File: config.mk
export PLATFORM = sky130hd
export DESIGN_NAME = path_arc_length_heading
export DESIGN_NICKNAME = d
export VERILOG_FILES = /design/src/rtl/palh_pkg.sv /design/src/rtl/palh_front.sv /design/src/rtl/palh_queue.sv /design/src/rtl/palh_back.sv /design/src/rtl/path_arc_length_heading.sv
export SDC_FILE = /design/constraint.sdc
export NUM_CORES = 2
export LEC_CHECK = 0
export ABC_CLOCK_PERIOD_IN_PS = 9850
export BUFFER_PORTS_ARGS = -buffer_cell sky130_fd_sc_hd__buf_2
export CAP_MARGIN = 40
export CORE_MARGIN = 4
export CORE_UTILIZATION = 50
export DETAILED_ROUTE_END_ITERATION = 8
export GPL_TIMING_DRIVEN = 0
export PLACE_DENSITY = 0.71
export SYNTH_ARGS = -nofsm -noshare
export SYNTH_HDL_FRONTEND = slang
export SYNTH_HIERARCHICAL = 1
export SYNTH_SLANG_ARGS = --single-unit
File: constraint.sdc
create_clock -name clk -period 9.85 [get_ports clk]
set_input_delay 0.4925 -clock clk [delete_from_list [all_inputs] [get_ports clk]]
set_output_delay 0.4925 -clock clk [all_outputs]
set_load 0.02 [all_outputs]
File: src/rtl/palh_pkg.sv
// ----------------------------------------------------------------------------
// palh_pkg
// Shared types, constants and the arctangent table for the path arc length
// and heading block.
// ----------------------------------------------------------------------------
package palh_pkg;

	localparam int CORDIC_STEPS_DEF = 16;
	localparam int COORD_BITS_DEF   = 24;

	localparam int OUT_W      = 24;
	localparam int ARC_W      = 32;
	localparam int HD_W       = 16;
	localparam int ANG_W      = 32;
	localparam int GUARD_BITS = 8;
	localparam int GAIN_BITS  = 20;
	localparam int MUL_SPLIT  = 21;
	localparam int ATAN_IW    = 5;
	localparam int QUEUE_DEPTH = 2;

	localparam logic [GAIN_BITS-1:0] INV_GAIN  = 20'd636751;
	localparam logic [ANG_W-1:0]     HALF_TURN = 32'h8000_0000;
	localparam logic [ANG_W-1:0]     HD_ROUND  = 32'h0000_8000;

	typedef enum logic {
		OP_SINGLE,
		OP_SEGMENT
	} op_t;

	typedef struct packed {
		op_t                     op;
		logic                    first;
		logic                    last;
		logic signed [OUT_W-1:0] prev_x;
		logic signed [OUT_W-1:0] prev_y;
		logic signed [OUT_W-1:0] cur_x;
		logic signed [OUT_W-1:0] cur_y;
	} entry_t;

	function automatic logic [ANG_W-1:0] atan_bam(input logic [ATAN_IW-1:0] idx);
		logic [ANG_W-1:0] v;
		case (idx)
			5'd0:  v = 32'h20000000;
			5'd1:  v = 32'h12E4051E;
			5'd2:  v = 32'h09FB385B;
			5'd3:  v = 32'h051111D4;
			5'd4:  v = 32'h028B0D43;
			5'd5:  v = 32'h0145D7E1;
			5'd6:  v = 32'h00A2F61E;
			5'd7:  v = 32'h00517C55;
			5'd8:  v = 32'h0028BE53;
			5'd9:  v = 32'h00145F2F;
			5'd10: v = 32'h000A2F98;
			5'd11: v = 32'h000517CC;
			5'd12: v = 32'h00028BE6;
			5'd13: v = 32'h000145F3;
			5'd14: v = 32'h0000A2FA;
			5'd15: v = 32'h0000517D;
			5'd16: v = 32'h000028BE;
			5'd17: v = 32'h0000145F;
			5'd18: v = 32'h00000A30;
			5'd19: v = 32'h00000518;
			5'd20: v = 32'h0000028C;
			5'd21: v = 32'h00000146;
			5'd22: v = 32'h000000A3;
			5'd23: v = 32'h00000051;
			5'd24: v = 32'h00000029;
			5'd25: v = 32'h00000014;
			5'd26: v = 32'h0000000A;
			5'd27: v = 32'h00000005;
			5'd28: v = 32'h00000003;
			5'd29: v = 32'h00000001;
			5'd30: v = 32'h00000001;
			default: v = 32'h00000000;
		endcase
		return v;
	endfunction

endpackage

File: src/rtl/palh_front.sv
// ----------------------------------------------------------------------------
// palh_front
// Accepts path points, holds the previous point and classifies each point
// into a one-point path or a segment for the back end.
// ----------------------------------------------------------------------------
module palh_front #(
	parameter int COORD_BITS = palh_pkg::COORD_BITS_DEF
) (
	input  logic                         clk,
	input  logic                         arst_n,
	input  logic                         in_valid,
	output logic                         in_stall,
	input  logic signed [COORD_BITS-1:0] point_x,
	input  logic signed [COORD_BITS-1:0] point_y,
	input  logic                         end_of_path,
	output logic                         push,
	input  logic                         full,
	output palh_pkg::entry_t             entry,
	output logic signed [COORD_BITS:0]   dx,
	output logic signed [COORD_BITS:0]   dy
);
	import palh_pkg::*;

	localparam int DW = COORD_BITS + 1;

	logic signed [COORD_BITS-1:0] held_x_q;
	logic signed [COORD_BITS-1:0] held_y_q;
	logic                         have_held_q;
	logic                         first_q;
	logic                         accept;

	assign in_stall = full;
	assign accept   = in_valid && !full;
	assign push     = accept && (have_held_q || end_of_path);

	assign dx = DW'(point_x) - DW'(held_x_q);
	assign dy = DW'(point_y) - DW'(held_y_q);

	always_comb begin
		entry.op     = have_held_q ? OP_SEGMENT : OP_SINGLE;
		entry.first  = first_q;
		entry.last   = end_of_path;
		entry.prev_x = OUT_W'(held_x_q);
		entry.prev_y = OUT_W'(held_y_q);
		entry.cur_x  = OUT_W'(point_x);
		entry.cur_y  = OUT_W'(point_y);
	end

	always_ff @(posedge clk or negedge arst_n) begin
		if (!arst_n) begin
			held_x_q    <= '0;
			held_y_q    <= '0;
			have_held_q <= 1'b0;
			first_q     <= 1'b0;
		end else if (accept) begin
			held_x_q    <= point_x;
			held_y_q    <= point_y;
			have_held_q <= !end_of_path;
			first_q     <= !have_held_q;
		end
	end

endmodule

File: src/rtl/palh_queue.sv
// ----------------------------------------------------------------------------
// palh_queue
// Short first-in first-out queue between the front and the back end.
// ----------------------------------------------------------------------------
module palh_queue #(
	parameter int WIDTH = 8,
	parameter int DEPTH = palh_pkg::QUEUE_DEPTH
) (
	input  logic             clk,
	input  logic             arst_n,
	input  logic             push,
	input  logic [WIDTH-1:0] wdata,
	output logic             full,
	input  logic             pop,
	output logic [WIDTH-1:0] rdata,
	output logic             empty
);
	import palh_pkg::*;

	localparam int AW   = (DEPTH > 1) ? $clog2(DEPTH) : 1;
	localparam int CNTW = $clog2(DEPTH + 1);

	logic [WIDTH-1:0] mem_q [DEPTH];
	logic [AW-1:0]    wr_ptr_q;
	logic [AW-1:0]    rd_ptr_q;
	logic [CNTW-1:0]  count_q;
	logic             do_push;
	logic             do_pop;

	assign full    = (count_q == CNTW'(DEPTH));
	assign empty   = (count_q == '0);
	assign do_push = push && !full;
	assign do_pop  = pop && !empty;
	assign rdata   = mem_q[rd_ptr_q];

	always_ff @(posedge clk) begin
		if (do_push) begin
			mem_q[wr_ptr_q] <= wdata;
		end
	end

	always_ff @(posedge clk or negedge arst_n) begin
		if (!arst_n) begin
			wr_ptr_q <= '0;
			rd_ptr_q <= '0;
			count_q  <= '0;
		end else begin
			if (do_push) begin
				wr_ptr_q <= (wr_ptr_q == AW'(DEPTH - 1)) ? '0 : wr_ptr_q + 1'b1;
			end
			if (do_pop) begin
				rd_ptr_q <= (rd_ptr_q == AW'(DEPTH - 1)) ? '0 : rd_ptr_q + 1'b1;
			end
			if (do_push && !do_pop) begin
				count_q <= count_q + 1'b1;
			end else if (do_pop && !do_push) begin
				count_q <= count_q - 1'b1;
			end
		end
	end

endmodule

File: src/rtl/palh_back.sv
// ----------------------------------------------------------------------------
// palh_back
// Iterative vectoring unit for segment length and heading, gain scaling,
// saturating arc accumulation and result emission.
// ----------------------------------------------------------------------------
module palh_back #(
	parameter int CORDIC_STEPS = palh_pkg::CORDIC_STEPS_DEF,
	parameter int COORD_BITS   = palh_pkg::COORD_BITS_DEF
) (
	input  logic                              clk,
	input  logic                              arst_n,
	input  logic                              q_empty,
	output logic                              q_pop,
	input  palh_pkg::entry_t                  q_entry,
	input  logic signed [COORD_BITS:0]        q_dx,
	input  logic signed [COORD_BITS:0]        q_dy,
	output logic                              out_valid,
	input  logic                              out_stall,
	output logic signed [palh_pkg::OUT_W-1:0] out_x,
	output logic signed [palh_pkg::OUT_W-1:0] out_y,
	output logic [palh_pkg::ARC_W-1:0]        arc_length,
	output logic signed [palh_pkg::HD_W-1:0]  heading,
	output logic                              last_of_path
);
	import palh_pkg::*;

	localparam int DW        = COORD_BITS + 1;
	localparam int CW        = DW + GUARD_BITS + 2;
	localparam int IW        = (CORDIC_STEPS > 1) ? $clog2(CORDIC_STEPS) : 1;
	localparam int HW        = CW - MUL_SPLIT;
	localparam int LPW       = MUL_SPLIT + GAIN_BITS;
	localparam int HPW       = HW + GAIN_BITS;
	localparam int FW        = CW + GAIN_BITS + 1;
	localparam int ROUND_POS = GAIN_BITS + GUARD_BITS;
	localparam int LW        = FW - ROUND_POS;
	localparam int SW        = ((LW > ARC_W) ? LW : ARC_W) + 1;

	typedef enum logic [2:0] {
		S_IDLE,
		S_ROT,
		S_MUL_LO,
		S_MUL_HI,
		S_LEN,
		S_SUM,
		S_EMIT_SEG,
		S_EMIT_END
	} state_t;

	state_t                  state_q;
	logic [IW-1:0]           cnt_q;
	logic [ARC_W-1:0]        arc_q;
	logic                    out_valid_q;
	logic signed [OUT_W-1:0] out_x_q;
	logic signed [OUT_W-1:0] out_y_q;
	logic [ARC_W-1:0]        out_arc_q;
	logic signed [HD_W-1:0]  out_hd_q;
	logic                    out_last_q;

	logic signed [CW-1:0]    x_q;
	logic signed [CW-1:0]    y_q;
	logic [ANG_W-1:0]        z_q;
	logic                    zero_q;
	logic                    first_q;
	logic                    last_q;
	logic signed [OUT_W-1:0] prev_x_q;
	logic signed [OUT_W-1:0] prev_y_q;
	logic signed [OUT_W-1:0] cur_x_q;
	logic signed [OUT_W-1:0] cur_y_q;
	logic [LPW-1:0]          p_lo_q;
	logic [HPW-1:0]          p_hi_q;
	logic [LW-1:0]           len_q;
	logic [ARC_W-1:0]        base_q;
	logic signed [HD_W-1:0]  hd_q;

	logic                    out_free;
	logic                    emit_go;
	logic signed [CW-1:0]    xi;
	logic signed [CW-1:0]    yi;
	logic signed [CW-1:0]    sx;
	logic signed [CW-1:0]    sy;
	logic [ANG_W-1:0]        atan_v;
	logic [ANG_W-1:0]        z_rnd;
	logic [CW-1:0]           mag;
	logic [LPW-1:0]          prod_lo;
	logic [HPW-1:0]          prod_hi;
	logic [FW-1:0]           full_sum;
	logic [ARC_W-1:0]        base_v;
	logic [SW-1:0]           arc_sum;
	logic [ARC_W-1:0]        arc_sat;

	assign q_pop    = (state_q == S_IDLE) && !q_empty;
	assign out_free = !out_valid_q || !out_stall;
	assign emit_go  = out_free && ((state_q == S_EMIT_SEG) || (state_q == S_EMIT_END));

	assign xi     = CW'(q_dx) <<< GUARD_BITS;
	assign yi     = CW'(q_dy) <<< GUARD_BITS;
	assign sx     = x_q >>> cnt_q;
	assign sy     = y_q >>> cnt_q;
	assign atan_v = atan_bam(ATAN_IW'(cnt_q));
	assign z_rnd  = z_q + HD_ROUND;

	assign mag      = (!x_q[CW-1] && (x_q != '0)) ? x_q : '0;
	assign prod_lo  = LPW'(mag[MUL_SPLIT-1:0]) * LPW'(INV_GAIN);
	assign prod_hi  = HPW'(mag[CW-1:MUL_SPLIT]) * HPW'(INV_GAIN);
	assign full_sum = (FW'(p_hi_q) << MUL_SPLIT) + FW'(p_lo_q) + (FW'(1) << (ROUND_POS - 1));

	assign base_v  = first_q ? '0 : arc_q;
	assign arc_sum = SW'(base_v) + SW'(len_q);
	assign arc_sat = (|arc_sum[SW-1:ARC_W]) ? '1 : arc_sum[ARC_W-1:0];

	// sequencer, arc state and output register
	always_ff @(posedge clk or negedge arst_n) begin
		if (!arst_n) begin
			state_q     <= S_IDLE;
			cnt_q       <= '0;
			arc_q       <= '0;
			out_valid_q <= 1'b0;
			out_x_q     <= '0;
			out_y_q     <= '0;
			out_arc_q   <= '0;
			out_hd_q    <= '0;
			out_last_q  <= 1'b0;
		end else begin
			if (out_valid_q && !out_stall && !emit_go) begin
				out_valid_q <= 1'b0;
			end
			unique case (state_q)
				S_IDLE: begin
					cnt_q <= '0;
					if (!q_empty) begin
						if (q_entry.op == OP_SINGLE) begin
							arc_q   <= '0;
							state_q <= S_EMIT_END;
						end else begin
							state_q <= S_ROT;
						end
					end
				end
				S_ROT: begin
					cnt_q <= cnt_q + 1'b1;
					if (cnt_q == IW'(CORDIC_STEPS - 1)) begin
						state_q <= S_MUL_LO;
					end
				end
				S_MUL_LO: state_q <= S_MUL_HI;
				S_MUL_HI: state_q <= S_LEN;
				S_LEN:    state_q <= S_SUM;
				S_SUM: begin
					arc_q   <= arc_sat;
					state_q <= S_EMIT_SEG;
				end
				S_EMIT_SEG: begin
					if (out_free) begin
						out_valid_q <= 1'b1;
						out_x_q     <= prev_x_q;
						out_y_q     <= prev_y_q;
						out_arc_q   <= base_q;
						out_hd_q    <= hd_q;
						out_last_q  <= 1'b0;
						state_q     <= last_q ? S_EMIT_END : S_IDLE;
					end
				end
				S_EMIT_END: begin
					if (out_free) begin
						out_valid_q <= 1'b1;
						out_x_q     <= cur_x_q;
						out_y_q     <= cur_y_q;
						out_arc_q   <= arc_q;
						out_hd_q    <= hd_q;
						out_last_q  <= 1'b1;
						state_q     <= S_IDLE;
					end
				end
				default: state_q <= S_IDLE;
			endcase
		end
	end

	// datapath registers
	always_ff @(posedge clk) begin
		case (state_q)
			S_IDLE: begin
				if (!q_empty) begin
					first_q  <= q_entry.first;
					last_q   <= q_entry.last;
					prev_x_q <= q_entry.prev_x;
					prev_y_q <= q_entry.prev_y;
					cur_x_q  <= q_entry.cur_x;
					cur_y_q  <= q_entry.cur_y;
					zero_q   <= (q_dx == '0) && (q_dy == '0);
					hd_q     <= '0;
					if (q_dx < 0) begin
						x_q <= -xi;
						y_q <= -yi;
						z_q <= HALF_TURN;
					end else begin
						x_q <= xi;
						y_q <= yi;
						z_q <= '0;
					end
				end
			end
			S_ROT: begin
				if (y_q[CW-1]) begin
					x_q <= x_q - sy;
					y_q <= y_q + sx;
					z_q <= z_q - atan_v;
				end else begin
					x_q <= x_q + sy;
					y_q <= y_q - sx;
					z_q <= z_q + atan_v;
				end
			end
			S_MUL_LO: begin
				p_lo_q <= prod_lo;
				hd_q   <= zero_q ? '0 : z_rnd[ANG_W-1:ANG_W-HD_W];
			end
			S_MUL_HI: p_hi_q <= prod_hi;
			S_LEN:    len_q  <= zero_q ? '0 : full_sum[FW-1:ROUND_POS];
			S_SUM:    base_q <= base_v;
			default: begin
			end
		endcase
	end

	assign out_valid    = out_valid_q;
	assign out_x        = out_x_q;
	assign out_y        = out_y_q;
	assign arc_length   = out_arc_q;
	assign heading      = out_hd_q;
	assign last_of_path = out_last_q;

endmodule

File: src/rtl/path_arc_length_heading.sv
// ----------------------------------------------------------------------------
// path_arc_length_heading
// Cumulative arc length and heading of a stream of path points.
// ----------------------------------------------------------------------------
// Input transactions carry one path point each, with end_of_path on the
// final point. Every point after the first of a path gives one result: the
// previous point with its arc length and the heading toward the new point.
// The final point gives a second result with last_of_path set, carrying the
// heading of the segment before it. A path of one point gives one result
// with arc length and heading zero.
// Both channels use valid and stall; a transaction completes when valid is
// high and stall is low.
// A segment passes through the back end in order: a load step, one vectoring
// iteration per CORDIC step, a low and a high half of the split gain
// multiply, rounding, accumulation and emission; the final point adds a
// second emit step for its second result. A one-point path is loaded and
// emitted directly. The iterative vectoring unit sets the rate.
// A two-entry queue lets the front accept points while the back end works;
// in_stall rises only when that queue is full. A stalled receiver holds the
// output register and the back end waits in its emit step.
// Reset clears the held point, the arc and all pending transactions.
// ----------------------------------------------------------------------------
module path_arc_length_heading #(
	parameter int CORDIC_STEPS = palh_pkg::CORDIC_STEPS_DEF,
	parameter int COORD_BITS   = palh_pkg::COORD_BITS_DEF
) (
	input  logic                              clk,
	input  logic                              arst_n,
	input  logic                              in_valid,
	output logic                              in_stall,
	input  logic signed [COORD_BITS-1:0]      point_x,
	input  logic signed [COORD_BITS-1:0]      point_y,
	input  logic                              end_of_path,
	output logic                              out_valid,
	input  logic                              out_stall,
	output logic signed [palh_pkg::OUT_W-1:0] out_x,
	output logic signed [palh_pkg::OUT_W-1:0] out_y,
	output logic [palh_pkg::ARC_W-1:0]        arc_length,
	output logic signed [palh_pkg::HD_W-1:0]  heading,
	output logic                              last_of_path
);
	import palh_pkg::*;

	localparam int DW = COORD_BITS + 1;
	localparam int EW = $bits(entry_t);
	localparam int QW = EW + 2 * DW;

	logic                 f_push;
	logic                 q_full;
	logic                 q_empty;
	logic                 q_pop;
	entry_t               f_entry;
	entry_t               q_entry;
	logic signed [DW-1:0] f_dx;
	logic signed [DW-1:0] f_dy;
	logic signed [DW-1:0] q_dx;
	logic signed [DW-1:0] q_dy;
	logic [QW-1:0]        q_wdata;
	logic [QW-1:0]        q_rdata;

	palh_front #(
		.COORD_BITS(COORD_BITS)
	) u_front (
		.clk        (clk),
		.arst_n     (arst_n),
		.in_valid   (in_valid),
		.in_stall   (in_stall),
		.point_x    (point_x),
		.point_y    (point_y),
		.end_of_path(end_of_path),
		.push       (f_push),
		.full       (q_full),
		.entry      (f_entry),
		.dx         (f_dx),
		.dy         (f_dy)
	);

	assign q_wdata = {f_dx, f_dy, f_entry};

	palh_queue #(
		.WIDTH(QW),
		.DEPTH(QUEUE_DEPTH)
	) u_queue (
		.clk   (clk),
		.arst_n(arst_n),
		.push  (f_push),
		.wdata (q_wdata),
		.full  (q_full),
		.pop   (q_pop),
		.rdata (q_rdata),
		.empty (q_empty)
	);

	assign q_entry = q_rdata[EW-1:0];
	assign q_dy    = q_rdata[EW+DW-1:EW];
	assign q_dx    = q_rdata[EW+2*DW-1:EW+DW];

	palh_back #(
		.CORDIC_STEPS(CORDIC_STEPS),
		.COORD_BITS  (COORD_BITS)
	) u_back (
		.clk         (clk),
		.arst_n      (arst_n),
		.q_empty     (q_empty),
		.q_pop       (q_pop),
		.q_entry     (q_entry),
		.q_dx        (q_dx),
		.q_dy        (q_dy),
		.out_valid   (out_valid),
		.out_stall   (out_stall),
		.out_x       (out_x),
		.out_y       (out_y),
		.arc_length  (arc_length),
		.heading     (heading),
		.last_of_path(last_of_path)
	);

endmodule

==> qor.log <==
INFO  finish         filler_cell_count=10440
INFO  run            cap_violations=0
INFO  clocking       clock_pin_slew_on_the_worst_setup_and_hold_paths=0.06ns
INFO  routing        drc=0
INFO  routing        detail_route_antenna_nets=0
INFO  finish         areaGrowthSynthToFinish=11.10%
INFO  clocking       cts_setup_buffers=0
INFO  timing         unrepaired_setup_endpoints_after_global_routing=no
INFO  logic_synthesis synth_top_cells_by_count=629 x sky130_fd_sc_hd__edfxtp_1, 597 x sky130_fd_sc_hd__inv_1, 529 x sky130_fd_sc_hd__ha_1, 434 x sky130_fd_sc_hd__nand2_1, 342 x sky130_fd_sc_hd__o21ai_0
INFO  logic_synthesis synthFlopType=sky130_fd_sc_hd__edfxtp_1
INFO  global_route   overflow=0
INFO  clocking       insertion_delay_to_the_later_sink_of_the_worst_skew_pair=0.71ns
INFO  critical_path  critPathRequiredTime=10.30ns
INFO  routing        drt_first_iter_violations=3739
INFO  logic_synthesis post_synth_instance_area=61540um^2
INFO  critical_path  slowest_stage=sky130_fd_sc_hd__or4_1
INFO  finish         finalNonFillerCells=7666
INFO  timing         layout_min_cycle_time=9.345ns
INFO  critical_path  critical_path_peak_fanout=10
INFO  critical_path  worst-endpoint-arrival=9.79ns
INFO  routing        postRouteWirelength=175.3mm
INFO  clocking       cts.path.max_buffers=3
INFO  routing        wire_per_inst=22.87um
INFO  clocking       tritoncts_num_sinks=820
INFO  floorplan      coreArea=122000um^2
INFO  global_route   maximum_number_of_pins_on_one_net_before_global_route_repair=109
INFO  logic_synthesis synthDominantCellAreaShare=0.3069
INFO  logic_synthesis post-synth-top-area-cell=sky130_fd_sc_hd__edfxtp_1
INFO  clocking       tritoncts.num_buffers=90
INFO  finish         final_nets=6844
INFO  logic_synthesis synthMostInstantiatedCell=sky130_fd_sc_hd__edfxtp_1
INFO  global_route   grt_first_pass_wirelength=269.1mm
INFO  clocking       h-tree-depth=3
INFO  timing         worst_slew_pin_slew=0.9444ns
INFO  finish         fraction_of_layout_cells_with_a_size_suffix_above_1=0.1275
INFO  finish         multiInputGateArea=34430um^2
INFO  logic_synthesis postSynthRegisterBits=820
INFO  timing         report.final.setup_viol=0
INFO  finish         finalInstanceArea=68370um^2
INFO  critical_path  worstSetupEndpointType=register
INFO  global_route   antenna_found_initial=18
INFO  routing        avgViaCountPerCell=5.800
INFO  timing         timing.clock.skew=0.02868ns
INFO  place          buffer_ports.inserted=151
INFO  place          placed_cells=7489
INFO  timing         min_period_over_period=0.9488
INFO  clocking       tritoncts=built
INFO  logic_synthesis yosysWarnings=6
INFO  critical_path  cp-start-kind=register
INFO  logic_synthesis synthArstFlopShare=0.2329
INFO  floorplan      die-area=128800um^2
INFO  logic_synthesis synth_enable_flop_cells=629
INFO  floorplan      boundaryPins=152
INFO  timing         fmaxAchievable=0.1070GHz
INFO  floorplan      row_count=128
INFO  logic_synthesis post_synth_main_area_contributors=sky130_fd_sc_hd__edfxtp_1 31%, sky130_fd_sc_hd__ha_1 11%, sky130_fd_sc_hd__fa_1 9.9%
INFO  routing        vias=44460
INFO  logic_synthesis syn-instance-count=5665
INFO  place          hpwlAfterDp=137.6mm
INFO  outcome        status=completed
INFO  timing         slew-limit-headroom=0.3704
INFO  floorplan      initial_utilization=0.5043
INFO  timing         finalMaxSlewViolations=0
INFO  global_route   vias_in_the_first_global_route=45190
INFO  routing        drt-pass1-iter-count=5
INFO  logic_synthesis syn_area_per_cell=10.86um^2
INFO  timing         setup_total_negative_slack=0ns
INFO  logic_synthesis synth_seq_area_share=0.3846
INFO  global_route   grt_use_total=0.2678
INFO  floorplan      chipWidth=358.8um
INFO  place          globalplace.congestion=0.9546
INFO  finish         sequential_cell_area=23670um^2
INFO  critical_path  cp_slowest_stage_delay=0.65ns
INFO  critical_path  worstSetupPathType=register to register
INFO  place          dpl_cell_area=65140um^2
INFO  clocking       clock_tree.root_cell=sky130_fd_sc_hd__clkbuf_16
INFO  worst_hold_path holdCritPathClass=primary input to register
INFO  logic_synthesis yosys.cell_types.count=105
INFO  floorplan      dieHeight=358.8um
INFO  timing         hold_viol_final=0
## metrics by stage
step	setup WS (ns)	hold WS (ns)	util
after detailed placement	-0.6747	0.4573	0.5338
final	0.5046	0.05128	0.5602
after global placement	-3.937	0.4499	0.5272
after global routing	0.02963	0.04687	0.5602
after CTS	0.03530	0.002622	0.5597
after floorplan	1.051	0.1969	-
## flip-flops by register name (all words and copies together), names as in the netlist, 16 cells and up
signal / count
u_back/p_lo_q: 20
u_back/x_q: 35
u_back/prev_x_q: 24
u_back/arc_q: 32
u_back/cur_x_q: 24
u_front/held_x_q: 24
u_back/heading: 16
u_queue/mem_q: 298
u_back/z_q: 32
u_back/len_q: 28
u_front/held_y_q: 24
u_back/out_x: 24
u_back/y_q: 35
u_back/arc_length: 32
u_back/cur_y_q: 24
u_back/p_hi_q: 34
u_back/base_q: 32
u_back/hd_q: 16
u_back/prev_y_q: 24
u_back/out_y: 24
## metal layers
layer  GRT usage  part of all wire  up-vias
met5           0           0.00023        -
met1      0.3593              0.42    22050
met3     0.04355             0.068      327
li1            -                 -    20580
met2      0.4408              0.47     1510
met4     0.09647             0.037        6
## worst max-delay path, delay by kind of cell, from the launching register on
| kind | cells | cell delay, ns |
|---|---|---|
| buffers and inverters | 8 | 1.22 |
| DFF | 1 | 0.60 |
| AOI/OAI and AO/OA | 6 | 1.55 |
| xor gates and xnor gates | 1 | 0.10 |
| and+or+nand+nor | 7 | 2.05 |
| adders and majority gates | 8 | 3.55 |
## cell type report
cell class,instances,share of cell area
clock buffers,127,0.03737
clock inverters,43,0.007558
well taps,1625,0.02974
flip-flops and latches,820,0.3462
inverters,600,0.03294
plain buffers,251,0.01975
diodes,4,0.0001464
repair buffers,200,0.02275
multi-input cells,3996,0.5036
## final timing paths
| kind | start | slack, ns | depth (start not counted) | to |
|---|---|---|---|---|
| setup / recovery | u_back/x_q[20] | 0.50 | 30 | u_back/p_lo_q[35] |
| hold / removal | point_y[10] | 0.05 | 3 | u_front/held_y_q[10] |
| setup reg to reg | u_back/x_q[20] | 0.50 | 30 | u_back/p_lo_q[35] |
| hold reg to reg | u_back/arc_length[3] | 0.47 | 2 | u_back/arc_length[3] |
| max in group asynchronous | arst_n | 8.23 | 3 | u_back/arc_length[2] |
| min in group asynchronous | arst_n | 0.43 | 2 | u_back/cnt_q[0] |
## kinds of logic after synthesis
kind of cell	Yosys count	share of synthesized area
AO/OA/AOI/OAI	1139	0.1170
XOR/XNOR	364	0.05203
adder cells (fa/ha/maj)	832	0.2061
buffers and inverters	852	0.05854
flip-flops	820	0.3846
multiplexers	412	0.08574
other	2	0.0001220
AND/OR/NAND/NOR	1244	0.09587
## cell usage in the layout, fill, tap and decap left out, types with 180 or more instances in the layout
cell / count
sky130_fd_sc_hd__a21oi_1: 291
sky130_fd_sc_hd__edfxtp_1: 629
sky130_fd_sc_hd__nor2_1: 318
sky130_fd_sc_hd__inv_1: 597
sky130_fd_sc_hd__nand2_1: 427
sky130_fd_sc_hd__fa_1: 303
sky130_fd_sc_hd__o21ai_0: 341
sky130_fd_sc_hd__dfrtp_1: 191
sky130_fd_sc_hd__buf_2: 180
sky130_fd_sc_hd__ha_1: 529
sky130_fd_sc_hd__xnor2_1: 207
## what timing repair did
action,CTS,global route
endpoints found under the hold margin,86,0
cloned,0,0
pin swaps,0,1
hold buffers,4,0
setup endpoints to repair,11,6
gates resized for setup,12,13
Power is not shown: default switching activity piles up to over one toggle a cycle in this logic, so the estimate is an artifact.
